**config.mk**
```make
export PLATFORM = sky130hd
export DESIGN_NAME = czpe_controller
export DESIGN_NICKNAME = d
export VERILOG_FILES = /design/src/sv/czpe_pkg.sv /design/src/sv/czpe_controller.sv
export SDC_FILE = /design/constraint.sdc
export NUM_CORES = 1
export LEC_CHECK = 0
export ABC_CLOCK_PERIOD_IN_PS = 7100
export BUFFER_PORTS_ARGS = -buffer_cell sky130_fd_sc_hd__buf_4
export CAP_MARGIN = 0
export CORE_MARGIN = 2
export CORE_UTILIZATION = 55
export CTS_BUF_LIST = sky130_fd_sc_hd__clkbuf_8
export DETAILED_ROUTE_END_ITERATION = 8
export PLACE_DENSITY = 0.79
export SLEW_MARGIN = 10
export SYNTH_ARGS = -nofsm -noshare
export SYNTH_HDL_FRONTEND = slang
export SYNTH_SLANG_ARGS = --single-unit
```
**constraint.sdc**
```tcl
create_clock -name clk -period 7.1 [get_ports clk]
set_input_delay 0 -clock clk [delete_from_list [all_inputs] [get_ports clk]]
set_output_delay 0 -clock clk [all_outputs]
set_load 0.02 [all_outputs]
```
**src/sv/czpe_pkg.sv**
```systemverilog
// Shared types, codes and arithmetic helpers of the chirp-z polynomial evaluator.
package czpe_pkg;

  localparam int ACC_W     = 98;
  localparam int RND_W     = 68;
  localparam int DIV_STEPS = 61;

  localparam logic [1:0] STATUS_OK       = 2'd0;
  localparam logic [1:0] STATUS_A_ZERO   = 2'd1;
  localparam logic [1:0] STATUS_OVERFLOW = 2'd2;

  localparam logic [2:0] REG_A_REAL     = 3'd0;
  localparam logic [2:0] REG_A_IMAG     = 3'd1;
  localparam logic [2:0] REG_W_REAL     = 3'd2;
  localparam logic [2:0] REG_W_IMAG     = 3'd3;
  localparam logic [2:0] REG_NUM_POINTS = 3'd4;

  localparam logic signed [RND_W-1:0] MAX32 = 68'sh0_0000_0000_7FFF_FFFF;
  localparam logic signed [RND_W-1:0] MIN32 = 68'shF_FFFF_FFFF_8000_0000;
  localparam logic signed [RND_W-1:0] MAX64 = 68'sh0_7FFF_FFFF_FFFF_FFFF;
  localparam logic signed [RND_W-1:0] MIN64 = 68'shF_8000_0000_0000_0000;

  typedef struct packed {
    logic signed [31:0] coef_re;
    logic signed [31:0] coef_im;
    logic               coef_last;
  } coef_t;

  typedef struct packed {
    logic signed [31:0] out_re;
    logic signed [31:0] out_im;
    logic [5:0]         point_index;
    logic               out_last;
    logic [1:0]         status;
  } result_t;

  typedef enum logic [3:0] {
    S_IDLE, S_START, S_DEN, S_DIV_INIT, S_DIV, S_Z_INIT,
    S_POINT, S_ACC_LOAD, S_HORNER, S_EMIT, S_Z_UPD, S_DONE
  } state_t;

  typedef enum logic [1:0] {SUM_HOLD, SUM_CLEAR, SUM_COEF} sum_op_t;

  typedef enum logic [1:0] {Y_RE_HI, Y_RE_LO, Y_IM_HI, Y_IM_LO} ysel_t;

  typedef struct packed {
    logic  x_im;
    ysel_t ysel;
    logic  neg;
    logic  tgt_im;
  } mul_op_t;

  typedef struct packed {
    logic       coef_wr;
    logic       rd_en;
    sum_op_t    sum_op;
    logic       mul_vld;
    logic       mul_den;
    logic       mul_use_w;
    logic [2:0] mul_idx;
    logic       acc_load;
    logic       acc_fin;
    logic       z_fin;
    logic       den_cap;
    logic       div_init;
    logic       div_step;
    logic       z_init;
    logic       out_load;
    logic [5:0] out_index;
    logic       out_last;
    logic [1:0] out_status;
  } dp_cmd_t;

  typedef struct packed {
    logic       a_zero;
    logic [6:0] m_eff;
  } dp_stat_t;

  // The eight partial products of one complex multiply, z split in halves.
  function automatic mul_op_t mul_op(input logic [2:0] idx);
    mul_op_t op;
    case (idx)
      3'd0: op = '{x_im: 1'b0, ysel: Y_RE_HI, neg: 1'b0, tgt_im: 1'b0};
      3'd1: op = '{x_im: 1'b0, ysel: Y_RE_LO, neg: 1'b0, tgt_im: 1'b0};
      3'd2: op = '{x_im: 1'b1, ysel: Y_IM_HI, neg: 1'b1, tgt_im: 1'b0};
      3'd3: op = '{x_im: 1'b1, ysel: Y_IM_LO, neg: 1'b1, tgt_im: 1'b0};
      3'd4: op = '{x_im: 1'b0, ysel: Y_IM_HI, neg: 1'b0, tgt_im: 1'b1};
      3'd5: op = '{x_im: 1'b0, ysel: Y_IM_LO, neg: 1'b0, tgt_im: 1'b1};
      3'd6: op = '{x_im: 1'b1, ysel: Y_RE_HI, neg: 1'b0, tgt_im: 1'b1};
      default: op = '{x_im: 1'b1, ysel: Y_RE_LO, neg: 1'b0, tgt_im: 1'b1};
    endcase
    return op;
  endfunction

  function automatic logic signed [RND_W-1:0] rnd30(input logic signed [ACC_W-1:0] t);
    logic signed [ACC_W-1:0] b;
    b = t + 98'sd536870912;
    return RND_W'(b >>> 30);
  endfunction

  function automatic logic signed [31:0] sat32(input logic signed [RND_W-1:0] v);
    logic signed [31:0] r;
    if (v > MAX32) begin
      r = 32'sh7FFF_FFFF;
    end else if (v < MIN32) begin
      r = 32'sh8000_0000;
    end else begin
      r = v[31:0];
    end
    return r;
  endfunction

  function automatic logic signed [63:0] sat64(input logic signed [RND_W-1:0] v);
    logic signed [63:0] r;
    if (v > MAX64) begin
      r = 64'sh7FFF_FFFF_FFFF_FFFF;
    end else if (v < MIN64) begin
      r = 64'sh8000_0000_0000_0000;
    end else begin
      r = v[63:0];
    end
    return r;
  endfunction

endpackage

```
**src/sv/czpe_controller.sv**
```systemverilog
// Controller: coefficient loading, run sequencing and result handshake.
module czpe_controller import czpe_pkg::*; #(
  parameter int MAX_COEFFS = 64,
  localparam int AW = (MAX_COEFFS > 1) ? $clog2(MAX_COEFFS) : 1,
  localparam int CW = $clog2(MAX_COEFFS + 1)
) (
  input  logic          clk,
  input  logic          rst,
  input  logic          in_valid,
  output logic          in_ready,
  input  logic          in_last,
  output logic          out_valid,
  input  logic          out_ready,
  input  dp_stat_t      stat,
  output dp_cmd_t       cmd,
  output logic [AW-1:0] waddr,
  output logic [AW-1:0] raddr
);

  state_t     state, state_next;
  logic [CW-1:0] count, count_next, j, j_next;
  logic       ovf, ovf_next;
  logic [3:0] phase, phase_next;
  logic [5:0] dcnt, dcnt_next;
  logic [6:0] k, k_next;
  logic [1:0] run_status, run_status_next;
  logic       out_valid_next;
  logic       is_last;

  always_ff @(posedge clk) begin
    if (rst) begin
      state      <= S_IDLE;
      count      <= '0;
      ovf        <= 1'b0;
      phase      <= '0;
      dcnt       <= '0;
      k          <= '0;
      j          <= '0;
      run_status <= STATUS_OK;
      out_valid  <= 1'b0;
    end else begin
      state      <= state_next;
      count      <= count_next;
      ovf        <= ovf_next;
      phase      <= phase_next;
      dcnt       <= dcnt_next;
      k          <= k_next;
      j          <= j_next;
      run_status <= run_status_next;
      out_valid  <= out_valid_next;
    end
  end

  assign waddr   = count[AW-1:0];
  assign is_last = (k + 7'd1) == stat.m_eff;

  always_comb begin
    state_next      = state;
    count_next      = count;
    ovf_next        = ovf;
    phase_next      = phase;
    dcnt_next       = dcnt;
    k_next          = k;
    j_next          = j;
    run_status_next = run_status;
    out_valid_next  = out_valid && !out_ready;
    in_ready        = 1'b0;
    raddr           = j[AW-1:0];
    cmd             = '0;
    cmd.sum_op      = SUM_HOLD;
    cmd.out_index   = k[5:0];
    cmd.out_last    = is_last;
    cmd.out_status  = run_status;

    case (state)
      S_IDLE: begin
        in_ready = 1'b1;
        if (in_valid) begin
          if (count < CW'(MAX_COEFFS)) begin
            cmd.coef_wr = 1'b1;
            count_next  = count + CW'(1);
          end else begin
            ovf_next = 1'b1;
          end
          if (in_last) begin
            state_next = S_START;
          end
        end
      end
      S_START: begin
        k_next     = '0;
        phase_next = '0;
        if (stat.a_zero) begin
          run_status_next = STATUS_A_ZERO;
          state_next      = S_EMIT;
        end else if (ovf) begin
          run_status_next = STATUS_OVERFLOW;
          state_next      = S_EMIT;
        end else begin
          run_status_next = STATUS_OK;
          state_next      = S_DEN;
        end
      end
      S_DEN: begin
        phase_next = phase + 4'd1;
        case (phase)
          4'd0: cmd.sum_op = SUM_CLEAR;
          4'd1, 4'd2: begin
            cmd.mul_vld = 1'b1;
            cmd.mul_den = 1'b1;
            cmd.mul_idx = {2'b00, phase[1]};
          end
          4'd3: ;
          default: begin
            cmd.den_cap = 1'b1;
            state_next  = S_DIV_INIT;
          end
        endcase
      end
      S_DIV_INIT: begin
        cmd.div_init = 1'b1;
        dcnt_next    = '0;
        state_next   = S_DIV;
      end
      S_DIV: begin
        cmd.div_step = 1'b1;
        dcnt_next    = dcnt + 6'd1;
        if (dcnt == 6'(DIV_STEPS - 1)) begin
          state_next = S_Z_INIT;
        end
      end
      S_Z_INIT: begin
        cmd.z_init = 1'b1;
        state_next = S_POINT;
      end
      S_POINT: begin
        cmd.rd_en  = 1'b1;
        raddr      = '0;
        state_next = S_ACC_LOAD;
      end
      S_ACC_LOAD: begin
        cmd.acc_load = 1'b1;
        j_next       = CW'(1);
        phase_next   = '0;
        state_next   = (count > CW'(1)) ? S_HORNER : S_EMIT;
      end
      S_HORNER: begin
        phase_next = phase + 4'd1;
        case (phase)
          4'd0: cmd.rd_en = 1'b1;
          4'd1: cmd.sum_op = SUM_COEF;
          4'd2, 4'd3, 4'd4, 4'd5, 4'd6, 4'd7, 4'd8, 4'd9: begin
            cmd.mul_vld = 1'b1;
            cmd.mul_idx = 3'(phase - 4'd2);
          end
          4'd10: ;
          default: begin
            cmd.acc_fin = 1'b1;
            j_next      = j + CW'(1);
            phase_next  = '0;
            if ((j + CW'(1)) >= count) begin
              state_next = S_EMIT;
            end
          end
        endcase
      end
      S_EMIT: begin
        if (!out_valid || out_ready) begin
          cmd.out_load   = 1'b1;
          out_valid_next = 1'b1;
          phase_next     = '0;
          if (is_last) begin
            state_next = S_DONE;
          end else if (run_status == STATUS_OK) begin
            state_next = S_Z_UPD;
          end else begin
            k_next = k + 7'd1;
          end
        end
      end
      S_Z_UPD: begin
        phase_next = phase + 4'd1;
        case (phase)
          4'd0: cmd.sum_op = SUM_CLEAR;
          4'd1, 4'd2, 4'd3, 4'd4, 4'd5, 4'd6, 4'd7, 4'd8: begin
            cmd.mul_vld   = 1'b1;
            cmd.mul_use_w = 1'b1;
            cmd.mul_idx   = 3'(phase - 4'd1);
          end
          4'd9: ;
          default: begin
            cmd.z_fin  = 1'b1;
            k_next     = k + 7'd1;
            state_next = S_POINT;
          end
        endcase
      end
      S_DONE: begin
        count_next = '0;
        ovf_next   = 1'b0;
        state_next = S_IDLE;
      end
      default: state_next = S_IDLE;
    endcase
  end

endmodule

```
==> impl_metrics.csv <==
group,metric,value,unit
run_status,status,"completed",
detailed_routing,avgRoutedWirePerCell,14.85,um
global_route,grt-ovfl-total,0,
sta,slew-limit-headroom,0.3672,
cts,cts_buffers,5,
sta,worst-slew-pin-transition,0.9419,ns
die,die_h,78.40,um
worst_setup_path,cp_max_fo,27,
global_route,grt.met1_usage,0.3265,
worst_setup_path,path_depth,5,
die,rows,27,
global_route,grt_pass1_vias,2627,
cells_and_area,n_antenna_cell,0,
cts,cts_buffer_depth,2,
sta,report.final.slew_viol_count,0,
synthesis,syn_nets,423,
synthesis,ys_seq_area_frac,0.2565,
pwr,p_per_area,265.7,mW/mm2
sta,finalCriticalPeriod,2.677,ns
die,die_area,0.006146,mm2
synthesis,synth_edf_count,0,
worst_setup_path,end_kind,"output port",
cells_and_area,syn2layout_area_growth,14.26,%
synthesis,async_flop_share,0,
worst_setup_path,cp.required,7.10,ns
detailed_routing,viasPerCell,5.842,
worst_hold_path,hold_path_depth,3,
detailed_routing,first_pass_iters,4,
global_route,track_usage,0.2449,
worst_setup_path,cp_slowest_cell,"dfxtp_1",
worst_setup_path,path_delay_family,"flip-flops",
synthesis,yosys_most_used_dff,"dfxtp_1",
cts,cts_root_buffer,"clkbuf_8",
placement,hpwl,5.433,mm
worst_setup_path,crit_path_start_kind,"flip-flop",
sta,clock_skew,0.009545,ns
sta,whs,0.01125,ns
global_route,antenna_found_initial,0,
sta,final-hold-violation-count,0,
die,io_pins,54,
detailed_routing,drt_iter0_markers,169,
cts,cts_resized,0,
worst_setup_path,crit_chain,"inv_1 -> nand4b_1 -> a221o_1 -> or3b_2 -> buf_4",
sta,setup_viol,0,
worst_setup_path,critPathKind,"reg -> out",
worst_setup_path,reg2reg_depth,8,
detailed_routing,finalWirelength,7.320,mm
worst_hold_path,hp-class,"in -> reg",
cts,cts_max_level,2,
placement,gp_congestion,0.8434,
die,start_util,0.5597,
cts,clkSinkCount,39,
cts,clk_pin_slew,0.08,ns
global_route,met3_usage,0.04023,
sta,max_freq,0.3735,GHz
global_route,grt_pass1_wl,12.28,mm
synthesis,synth.distinct_cells,64,
detailed_routing,drcViolationCount,0,
sta,fin_crit_sh,0.3771,
cells_and_area,nFillCells,505,
die,core,0.005439,mm2
placement,port_buffers,53,
synthesis,yosysWarnings,0,
cts,clk_latency,0.30,ns
detailed_routing,final_antenna_net_count,0,
placement,placed_area,0.003351,mm2
pwr,ir_drop,0.0001363,V
worst_setup_path,critPathMaxStageDelay,0.93,ns
worst_setup_path,worstPathArrival,2.68,ns
cts,cts_setup_buffers,0,
synthesis,netlist_area,0.003044,mm2
detailed_routing,vias,2880,
run,cap_violations,0,
synthesis,syn_inst,391,
global_route,top_usage_layer,"met2",
cells_and_area,nets,452,
sta,rsz0062_at_grt,"no",
worst_setup_path,cp.buffers_inverters,2,
pwr,p_leak,0.001404,uW
cells_and_area,drive_gt1_frac,0.1829,
cells_and_area,final_cell_area,0.003478,mm2
die,die_x,78.40,um
synthesis,syn_area_per_cell,7.786,um2
cts,cts_tree,"done",
sta,fin_setup_tns,0,ns
synthesis,ys_ff_latch,39,
global_route,grt_util_met2,0.4000,
global_route,grt_max_degree,29,
layout by cell type, fill, tap and decap left out, types with 8 or more instances in the layout:
cell	netlist	routed
buf_4	13	53
nor2_1	40	40
dfxtp_1	39	39
nand2_1	34	34
nand3_1	21	21
a21oi_1	20	20
inv_1	19	19
ha_1	19	19
xnor2_1	14	14
nor2b_1	13	13
nor3_1	12	12
o21ai_0	12	12
a211oi_1	9	9
xor2_1	8	8
final cells by class:
cell class	count	area, um2	share of cell area
Multi-Input combinational cell	301	2011	0.5781
Sequential cell	39	780.7	0.2245
Timing Repair Buffer	54	407.9	0.1173
Tap cell	72	90.09	0.02590
Clock buffer	6	82.58	0.02374
Inverter	19	71.32	0.02050
Clock inverter	2	35.03	0.01007
worst paths after layout:
path	start	end	slack (ns)
min	in_valid	ovf	0.01
max	state[0]	cmd[22]	4.42
max reg2reg	phase[0]	state[1]	4.49
min reg2reg	j[6]	j[6]	0.47
stage by stage:
| step | total power (uW) | utilization | cells | setup WS (ns) |
|---|---|---|---|---|
| CTS | 922.2 | 0.6395 | 493 | 4.447 |
| detailed placement | 723.1 | 0.6161 | 484 | 4.545 |
| finish | 924.4 | 0.6395 | 493 | 4.423 |
| global route | 986.7 | 0.6395 | 493 | 4.239 |
| global placement | 713.5 | 0.6161 | 484 | 4.637 |
| floorplan | 628.8 | - | 391 | 4.795 |
metal layers:
| metal | part of all wire | wire (um) |
|---|---|---|
| met5 | 0 | 0 |
| met2 | 0.48 | 3486 |
| met1 | 0.45 | 3326 |
| met3 | 0.055 | 406 |
| met4 | 0.014 | 100 |
Yosys cell counts (12+ instances only):
cell type,n,area [um2]
buf_4,13,97.59
nor2_1,40,150.1
xnor2_1,14,122.6
o21ai_0,12,60.06
nor2b_1,13,81.33
nand3_1,21,105.1
inv_1,19,71.32
dfxtp_1,39,780.8
nand2_1,34,127.6
nor3_1,12,60.06
ha_1,19,237.7
a21oi_1,20,100.1
report_power, final:
group	total, uW	internal, uW	switching [uW]
sequential	315	239	76.8
clock	195	114	81.6
combinational	413	175	238
total	924	528	397
registers in the layout (all words and copies together), names as in the netlist:
register,cells
k,7
out_valid,1
j,7
ovf,1
state,4
run_status,2
count,7
dcnt,6
phase,4
cell families (layout without fill, tap and decap cells):
kind of cell    after synthesis  after routing  share of synthesized area
xor+xnor                     22             22                    0.06330
buf+inv                      51             81                    0.08303
compound gates               86             86                     0.1940
simple gates                166            166                     0.2980
mux                           8              8                    0.02713
fa+ha+maj                    19             19                    0.07809
flops                        39             39                     0.2565
worst min-delay path: stages:
cell and delay [ns]:
buf_4 0.10, a31oi_1 0.08, nor2_1 0.09
what timing repair did:
| item | in CTS | in global routing |
|---|---|---|
| hold endpoints to repair | 1 | 0 |
| hold buffers | 1 | 0 |
| endpoints found under the setup margin | 0 | 0 |
No activity file was read; power rests on OpenSTA's default activity.
